[src/rtl/core/tas_pkg.sv]
// Package for the three-axis accelerometer smoother.
// Holds the fixed field widths, register indexes, reset values and the
// controller-to-datapath command word. No dependencies.
package tas_pkg;

   localparam int COEFF_W     = 16;
   localparam int COEFF_SHIFT = 16;
   localparam int GAIN_W      = 16;
   localparam int GAIN_SHIFT  = 12;
   localparam int DEADBAND_W  = 13;
   localparam int OUT_W       = 14;
   localparam int OUT_MAX     = 8191;
   localparam int OUT_MIN     = -8192;
   localparam int CSR_DATA_W  = 16;
   localparam int CSR_IDX_W   = 2;

   localparam int RST_FILTER_COEFF = 66;
   localparam int RST_ZERO_LEVEL   = 1862;
   localparam int RST_GAIN         = 11000;
   localparam int RST_DEADBAND     = 80;

   typedef enum logic [CSR_IDX_W-1:0] {
      CSR_FILTER_COEFF = 2'd0,
      CSR_ZERO_LEVEL   = 2'd1,
      CSR_GAIN         = 2'd2,
      CSR_DEADBAND     = 2'd3
   } csr_index_type;

   typedef enum logic [1:0] {
      ST_IDLE,
      ST_UPDATE,
      ST_PEND
   } ctl_state_type;

   typedef struct packed {
      logic accept;    // take a word and form the filter products
      logic update;    // fold the filter products into the state
      logic ps_load;   // form the gain products from the state
      logic out_load;  // saturate, apply deadband, load the result register
   } dp_cmd_type;

endpackage

[src/rtl/core/tas_ctrl.sv]
// Controller of the accelerometer smoother: sequences filter update and
// scaling, tracks the scale and result stages. Depends on tas_pkg.
module tas_ctrl
   import tas_pkg::*;
(
   input  logic       clock,
   input  logic       reset,
   input  logic       req_valid,
   output logic       req_ready,
   output logic       rsp_valid,
   input  logic       rsp_ready,
   output dp_cmd_type cmd
);

   ctl_state_type state_ff, state_in;
   logic          ps_v_ff, ps_v_in;
   logic          out_v_ff, out_v_in;

   always_ff @(posedge clock) begin
      if (reset) begin
         state_ff <= ST_IDLE;
         ps_v_ff  <= 1'b0;
         out_v_ff <= 1'b0;
      end else begin
         state_ff <= state_in;
         ps_v_ff  <= ps_v_in;
         out_v_ff <= out_v_in;
      end
   end

   always_comb begin
      cmd          = '0;
      state_in     = state_ff;
      req_ready    = 1'b0;
      cmd.out_load = ps_v_ff && (!out_v_ff || rsp_ready);
      unique case (state_ff)
         ST_IDLE: begin
            req_ready = 1'b1;
            if (req_valid) begin
               cmd.accept = 1'b1;
               state_in   = ST_UPDATE;
            end
         end
         ST_UPDATE: begin
            cmd.update = 1'b1;
            state_in   = ST_PEND;
         end
         ST_PEND: begin
            // the state must be read by the gain stage before the next update
            cmd.ps_load = !ps_v_ff || cmd.out_load;
            req_ready   = cmd.ps_load;
            if (req_valid && cmd.ps_load) begin
               cmd.accept = 1'b1;
               state_in   = ST_UPDATE;
            end else if (cmd.ps_load) begin
               state_in = ST_IDLE;
            end
         end
      endcase
      ps_v_in  = cmd.ps_load ? 1'b1 : (cmd.out_load ? 1'b0 : ps_v_ff);
      out_v_in = cmd.out_load ? 1'b1 : (rsp_ready ? 1'b0 : out_v_ff);
   end

   assign rsp_valid = out_v_ff;

endmodule

[config.mk]
export PLATFORM = sky130hd
export DESIGN_NAME = tas_ctrl
export DESIGN_NICKNAME = d
export VERILOG_FILES = /design/src/rtl/core/tas_pkg.sv /design/src/rtl/core/tas_ctrl.sv
export SDC_FILE = /design/constraint.sdc
export NUM_CORES = 1
export LEC_CHECK = 0
export BUFFER_PORTS_ARGS = -buffer_cell sky130_fd_sc_hd__buf_2
export CAP_MARGIN = 25
export CORE_AREA = 2 2 39 41
export DETAILED_ROUTE_END_ITERATION = 6
export DIE_AREA = 0 0 41 43
export PLACE_DENSITY_LB_ADDON = 0.2
export SLEW_MARGIN = 15
export SYNTH_ARGS = -nofsm -noshare
export SYNTH_HDL_FRONTEND = slang
export SYNTH_SLANG_ARGS = --single-unit
[constraint.sdc]
create_clock -name clock -period 0.9 [get_ports clock]
set_input_delay 0 -clock clock [delete_from_list [all_inputs] [get_ports clock]]
set_output_delay 0 -clock clock [all_outputs]
set_load 0.05 [all_outputs]
# Word level (Yosys, flattened, before mapping)
# Cells that the tools add are included.
# classes
n_addsub	0
n_mul	0
n_div	0
n_lt_le_gt_ge	0
n_eq_ne	4
shift	0
muxes	14
bitwise_logic	0
n_reduce_logical	10
# op_table
operator	count
$mux W1	8
$mux W2	3
$pmux W2 S3	1
$pmux W1 S2	2
$reduce_bool A2 Y1	2
$ne A3 B3 Y1 const B	1
$eq A2 B1 Y1 const B	1
$eq A2 B2 Y1 const B	1
$logic_and A1 B1 Y1	2
$logic_not A1 Y1	2
$logic_not A2 Y1	1
$logic_or A1 B1 Y1	2
$ne A2 B2 Y1 const B	1
$reduce_and A2 Y1	1
# totals
regBits	4
latch_bits	0
mem_bits_rw	0
mem_bits_ro	0
memories	0

# Depth between registers and ports, before layout
# Gate-level depths: netlist of the first run.
# depth
word_depth	7
mapped_depth	3
mapped_depth_nobuf	3

# Worst setup path before layout of the first run
# No wires, ideal clock.
# synth_timing
kind	flip-flop to output port
from	reg out_v_ff (netlist: rsp_valid)
to	out cmd[3] (netlist bit)
arrival_time_ns	1.761
required_time_ns	0.900
slack_ns	-0.861
stages_incl_launch_ff	4
path_buffers	0
cell_sequence	dfxtp_1 and3b_4 a21oi_2 and2_1
# synth_lines
element	line_no	rtl
start: declaration	tas_ctrl.sv:17	logic out_v_ff, out_v_in;
start signal: assignment	tas_ctrl.sv:27	out_v_ff <= out_v_in;
end: declaration	tas_ctrl.sv:12	output dp_cmd_type cmd

==> results.json, run 1 <==
{
  "floorplan.rows": 14,
  "total_leakage_power_nw": 0.179,
  "ys_seq_elements": 4,
  "cts-root-to-sink-buffers": 2,
  "yosysWarningCount": 0,
  "critical_path_peak_fanout": 3,
  "drtIter0Drc": 2,
  "start_util_pct": 14.6,
  "hold_violations": 0,
  "final_period_minus_worst_setup_slack_ns": 1.17,
  "r2r_end": "state_ff[1]",
  "tritoncts": "yes",
  "boundaryPins": 10,
  "cts_root_buf": "sky130_fd_sc_hd__clkbuf_4",
  "arrival_ns": 1.17,
  "grt_max_degree": 6,
  "drv.max_cap_violation_count": 0,
  "comb_power_share_pct": 28.8,
  "die_y_um": 43,
  "drt_pass1_iterations": 2,
  "grt_util_all_layers_pct": 7.44,
  "core-area_um2": 1380,
  "syn-instance-count": 23,
  "power_density_nw_per_um2": 1500,
  "timing.fmax_mhz": 854,
  "timing.critical_path.slowest_cell_delay_ns": 0.33,
  "rsz_0062_raised_after_global_routing": "true",
  "first_pass_grt_wire_length_um": 786,
  "slew_viol_final": 0,
  "timing.clock.skew_ns": 0.00777,
  "required_ns": 0.90,
  "critical-path-slowest-cell": "sky130_fd_sc_hd__dfxtp_4",
  "area.growth.synth_to_final_pct": 105,
  "timing.final.crit_share_pct": 130,
  "p_sw_mw": 0.183,
  "vias": 209,
  "worst_setup_path_endpoint": "cmd[3]",
  "synth_most_common_cell": "sky130_fd_sc_hd__nor2_1",
  "synth_enable_flop_cells": 0,
  "final_cells": 56,
  "mappedNetlistNets": 27,
  "list_of_most_frequent_post_synthesis_cells": "5 x sky130_fd_sc_hd__nor2_1, 4 x sky130_fd_sc_hd__dfxtp_1, 2 x sky130_fd_sc_hd__a21oi_1, 2 x sky130_fd_sc_hd__buf_4, 2 x sky130_fd_sc_hd__nor2b_1",
  "max_slew.worst_pin.slew_ns": 0.247,
  "pwr-share-seq_pct": 32.1,
  "dpl.cell_count": 48,
  "first_global_vias": 206,
  "clock_tree.htree_level_count": 1,
  "yosys.area.top_type_share_pct": 39.8,
  "placer_congestion": 0.626,
  "drt-wirelength-per-cell_um": 9.00,
  "fin_util_pct": 29.8,
  "reg2regPathDepth": 4,
  "switching_share_pct": 29.4,
  "crit_path_start_kind": "register",
  "worst-setup-path-type": "reg -> out",
  "crit_end_element": "primary output",
  "synth.cell_area_um2": 201,
  "critical_path.startpoint": "rsp_valid",
  "power.share.clock_pct": 39.1,
  "number_of_remaining_drc_errors": 0,
  "asyncSetResetFlopFracSynth_pct": 0,
  "r2r-start": "rsp_valid",
  "synth_top_area_cell": "sky130_fd_sc_hd__dfxtp_1",
  "max-vdd-ir-drop_mv": 0.419,
  "timing.final.setup_violations": 6,
  "n_antenna_cell": 0,
  "die_x_um": 41,
  "clock_sinks": 4,
  "place_hpwl_um": 368,
  "fraction_of_layout_instances_using_a_drive_strength_above_1_pct": 75.0,
  "cts_made_buffers": 3,
  "synth_sequential_area_ratio_pct": 39.8,
  "reg2reg_setup_slack_ns": -0.03,
  "synth.area.top_cells": "sky130_fd_sc_hd__dfxtp_1 40%, sky130_fd_sc_hd__nor2_1 9.3%, sky130_fd_sc_hd__buf_4 7.5%",
  "holdWs_ns": 0.0751,
  "port_buffers": 9,
  "route.antenna.remaining_nets": 0,
  "grt.overflow.total": 0,
  "mean_number_of_vias_per_cell": 3.73,
  "crit_path_cell_trace": "and3b_4 -> a21oi_4 -> and2_4 -> buf_8",
  "clk_pin_slew_worst_paths_ns": 0.04,
  "yosys.cell_types.count": 13,
  "clk-insertion-delay-late_ns": 0.24,
  "num-nets-final": 45,
  "run_status": "finished with violations",
  "detail_route.wirelength_um": 504,
  "die-area_um2": 1760,
  "final_critical_path_setup_slack_ns": -0.271,
  "hold_path_class": "in -> reg",
  "number_of_antenna_violations_at_the_first_check_in_global_routing": 0,
  "synthesis.area_per_instance_um2": 8.76,
  "finalPower_mw": 0.621,
  "postSynth.topFlopCell": "sky130_fd_sc_hd__dfxtp_1",
  "cell_internal_pwr_mw": 0.438,
  "worst_slew_margin_rel_pct": 83.6,
  "failed_checks": "setup timing"
}
cells in the final DEF (no fill, tap or decap):
cell type,count
sky130_fd_sc_hd__dlygate4sd3_1,1
sky130_fd_sc_hd__a21oi_1,1
sky130_fd_sc_hd__nor2b_2,1
sky130_fd_sc_hd__buf_4,5
sky130_fd_sc_hd__nor2_1,4
sky130_fd_sc_hd__clkbuf_1,1
sky130_fd_sc_hd__nand2_2,1
sky130_fd_sc_hd__and2_4,1
sky130_fd_sc_hd__nor2b_4,1
sky130_fd_sc_hd__buf_6,3
sky130_fd_sc_hd__buf_8,2
sky130_fd_sc_hd__a21oi_4,1
sky130_fd_sc_hd__nor2b_1,1
sky130_fd_sc_hd__nor2_4,1
sky130_fd_sc_hd__a21oi_2,1
sky130_fd_sc_hd__dfxtp_1,1
sky130_fd_sc_hd__dfxtp_2,1
sky130_fd_sc_hd__buf_2,4
sky130_fd_sc_hd__and3b_4,1
sky130_fd_sc_hd__and2b_2,1
sky130_fd_sc_hd__dfxtp_4,2
sky130_fd_sc_hd__nand2b_4,1
sky130_fd_sc_hd__o221a_1,1
sky130_fd_sc_hd__clkbuf_4,3
registers in the layout, indices dropped and copies added, names as in the netlist:
register / count
rsp_valid: 1
ps_v_ff: 1
state_ff: 2
how the worst min path moves through the flow:
stage | cells past startpoint | end | start | slack, ns
finish | 2 | state_ff[0] | req_valid | 0.08
global route | 2 | state_ff[0] | req_valid | 0.07
CTS | 2 | state_ff[0] | req_valid | 0.07
detailed placement | 2 | rsp_valid | reset | 0.21
global placement | 2 | rsp_valid | reset | 0.21
floorplan | 1 | rsp_valid | reset | 0.06
metal layers:
layer  routed length (um)  vias up  GRT usage [%]
met3                   22        2           3.14
li1                     -      108              -
met5                    0        -              0
met1                  171       96           5.50
met4                   10        0           10.0
met2                  301        3           11.3
cell families after synthesis:
family          synth area share (%)
compound gates                  14.9
simple gates                    37.9
buf+inv                         7.45
flops                           39.8
critical path: cells and delay by family (launching register included):
family	cells	cell delay [ns]
AOI/OAI and AO/OA	1	0.12
buffers and inverters	1	0.13
DFF	1	0.33
and+or+nand+nor	2	0.35
power groups by stage:
stage,logic [mW],clock network (mW),registers [mW]
3_5_place_dp,0.124,0,0.199
2_1_floorplan,0.0929,0,0.202
4_1_cts,0.171,0.253,0.200
3_3_place_gp,0.123,0,0.198
5_1_grt,0.188,0.268,0.201
6_report,0.179,0.243,0.199
cell type report:
| cell class | count | area [um^2] |
|---|---|---|
| Tap cell | 16 | 20.0 |
| Multi-Input combinational cell | 17 | 146 |
| Sequential cell | 4 | 88.8 |
| Clock buffer | 4 | 26.3 |
| Timing Repair Buffer | 15 | 131 |
| Fill cell | 152 | 971 |
per-stage QoR:
step	setup TNS (ns)	cell area, um^2	setup slack [ns]
2_1_floorplan	-1.00	215	-0.348
5_1_grt	-1.28	413	-0.317
3_5_place_dp	-0.141	280	-0.121
3_3_place_gp	-0.112	280	-0.112
4_1_cts	-1.03	395	-0.271
6_report	-0.985	413	-0.271
repair_timing:
item / CTS / global route
setup endpoints to repair: 6 / 7
endpoints found under the hold margin: 3 / 0
gates resized for setup: 19 / 4
hold buffers: 1 / 0
setup buffers: 2 / 1
pin swaps: 3 / 0
Note: power is estimated with default switching activity, not from simulation.
==> run 2, diff against run 1 <==
--- a/config.mk
+++ b/config.mk
@@ -11,6 +11,7 @@
 export DETAILED_ROUTE_END_ITERATION = 6
 export DIE_AREA = 0 0 41 43
 export PLACE_DENSITY_LB_ADDON = 0.2
+export SKIP_CTS_REPAIR_TIMING = 1
 export SLEW_MARGIN = 15
 export SYNTH_ARGS = -nofsm -noshare
 export SYNTH_HDL_FRONTEND = slang
==> run 2 against run 1 <==
Compared with the run above:
- the flow still finishes with violations (setup timing)
- final area down 3.3%
- die area unchanged
- setup slack worse by 0.012 ns
- count of clock-buffer cells in the layout unchanged
- highest routed layer unchanged
==> results.json, run 2 (synthesis gave the netlist of run 1 again) <==
{
  "power_density_nw_per_um2": 1540,
  "placer_congestion": 0.626,
  "clk_pin_slew_worst_paths_ns": 0.04,
  "cts_made_buffers": 3,
  "worst_slew_margin_rel_pct": 83.6,
  "die-area_um2": 1760,
  "total_leakage_power_nw": 0.174,
  "grt.overflow.total": 0,
  "area.growth.synth_to_final_pct": 98.1,
  "cts-root-to-sink-buffers": 2,
  "critical_path_peak_fanout": 3,
  "timing.final.crit_share_pct": 131,
  "grt_util_all_layers_pct": 6.54,
  "clock_sinks": 4,
  "port_buffers": 9,
  "slew_viol_final": 0,
  "arrival_ns": 1.18,
  "final_period_minus_worst_setup_slack_ns": 1.18,
  "drt_pass1_iterations": 4,
  "final_cell_area_um2": 399,
  "run_status": "finished with violations",
  "timing.clock.skew_ns": 0.00691,
  "crit_path_start_kind": "register",
  "timing.fmax_mhz": 845,
  "number_of_remaining_drc_errors": 0,
  "finalPower_mw": 0.613,
  "first_global_vias": 182,
  "failed_checks": "setup timing",
  "dpl.cell_count": 48,
  "vias": 204,
  "start_util_pct": 14.6,
  "timing.critical_path.slowest_cell_delay_ns": 0.34,
  "timing.final.setup_violations": 5,
  "route.antenna.remaining_nets": 0,
  "placement.cell_area_um2": 280,
  "fraction_of_layout_instances_using_a_drive_strength_above_1_pct": 69.2,
  "crit_path_cell_trace": "and3b_4 -> a21oi_4 -> and2_4 -> buf_8",
  "max_flop_register": "state_ff",
  "drtIter0Drc": 4,
  "detail_route.wirelength_um": 498,
  "crit_end_element": "primary output",
  "grt_max_degree": 6,
  "worst-setup-path-type": "reg -> out",
  "die_x_um": 41,
  "final_common_cell": "sky130_fd_sc_hd__buf_4",
  "final_critical_path_setup_slack_ns": -0.283,
  "boundaryPins": 10,
  "sequential_cell_area_um2": 88.8,
  "rsz_0062_raised_after_global_routing": "true",
  "clock_tree.htree_level_count": 1,
  "cts_root_buf": "sky130_fd_sc_hd__clkbuf_4",
  "mean_number_of_vias_per_cell": 3.71,
  "drv.max_cap_violation_count": 0,
  "max_slew.worst_pin.slew_ns": 0.247,
  "multi_input_comb_area_um2": 140,
  "first_pass_grt_wire_length_um": 683,
  "required_ns": 0.90,
  "hold_path_class": "in -> reg",
  "final_cells": 55,
  "die_y_um": 43,
  "number_of_antenna_violations_at_the_first_check_in_global_routing": 0,
  "n_antenna_cell": 0,
  "drt-wirelength-per-cell_um": 9.05,
  "floorplan.rows": 14,
  "holdWs_ns": 0.0706,
  "largest_reg_flops": 2,
  "hold_violations": 0,
  "critical-path-slowest-cell": "sky130_fd_sc_hd__dfxtp_4",
  "max-vdd-ir-drop_mv": 0.406,
  "most-common-layout-cells": "5 x sky130_fd_sc_hd__buf_4, 4 x sky130_fd_sc_hd__nor2_1, 4 x sky130_fd_sc_hd__buf_2, 3 x sky130_fd_sc_hd__clkbuf_4, 3 x sky130_fd_sc_hd__buf_8",
  "tritoncts": "yes",
  "nFillCells": 152,
  "num-nets-final": 44,
  "core-area_um2": 1380,
  "clk-insertion-delay-late_ns": 0.24,
  "place_hpwl_um": 368
}
## run 2: worst paths after layout
check	startpoint	endpoint	slack [ns]	depth (start not counted)
worst max-delay path	rsp_valid	cmd[3]	-0.28	4
worst min-delay path	req_valid	state_ff[0]	0.07	2
worst max register to register	rsp_valid	state_ff[0]	0	3
worst min register to register	state_ff[0]	state_ff[0]	0.58	1
## run 2: cell type report
class	count	area share [%]
Timing Repair Buffer	14	31.0
Tap cell	16	5.02
Multi-Input combinational cell	17	35.1
Clock buffer	4	6.58
Sequential cell	4	22.3
## run 2: stage by stage
step                utilization (%)  TNS [ns]  setup slack, ns
finish                         28.8     -1.00           -0.283
global route                   28.8     -1.26           -0.328
CTS                            22.2     -1.39           -0.376
detailed placement             20.3    -0.141           -0.121
global placement               20.3    -0.112           -0.112
floorplan                         -     -1.00           -0.348
## run 2: power breakdown
group          internal (mW)  switching (mW)
clock network          0.166          0.0750
logic                 0.0817          0.0904
registers              0.186          0.0141
total                  0.434           0.179
## run 2: worst max-delay path, delay by kind of cell, from the launching register on
family          cells  cell delay [ns]
buf+inv             1             0.13
compound gates      1             0.12
flops               1             0.34
simple gates        2             0.35
## run 2: layer usage
metal  vias up  global-route usage, %  part of all wire, %
li1        106                      -                    -
met1        89                   4.53                   28
met2         5                   9.38                   61
met3         4                   3.14                  4.4
met4         0                   10.0                  5.6
met5         -                      0                    0
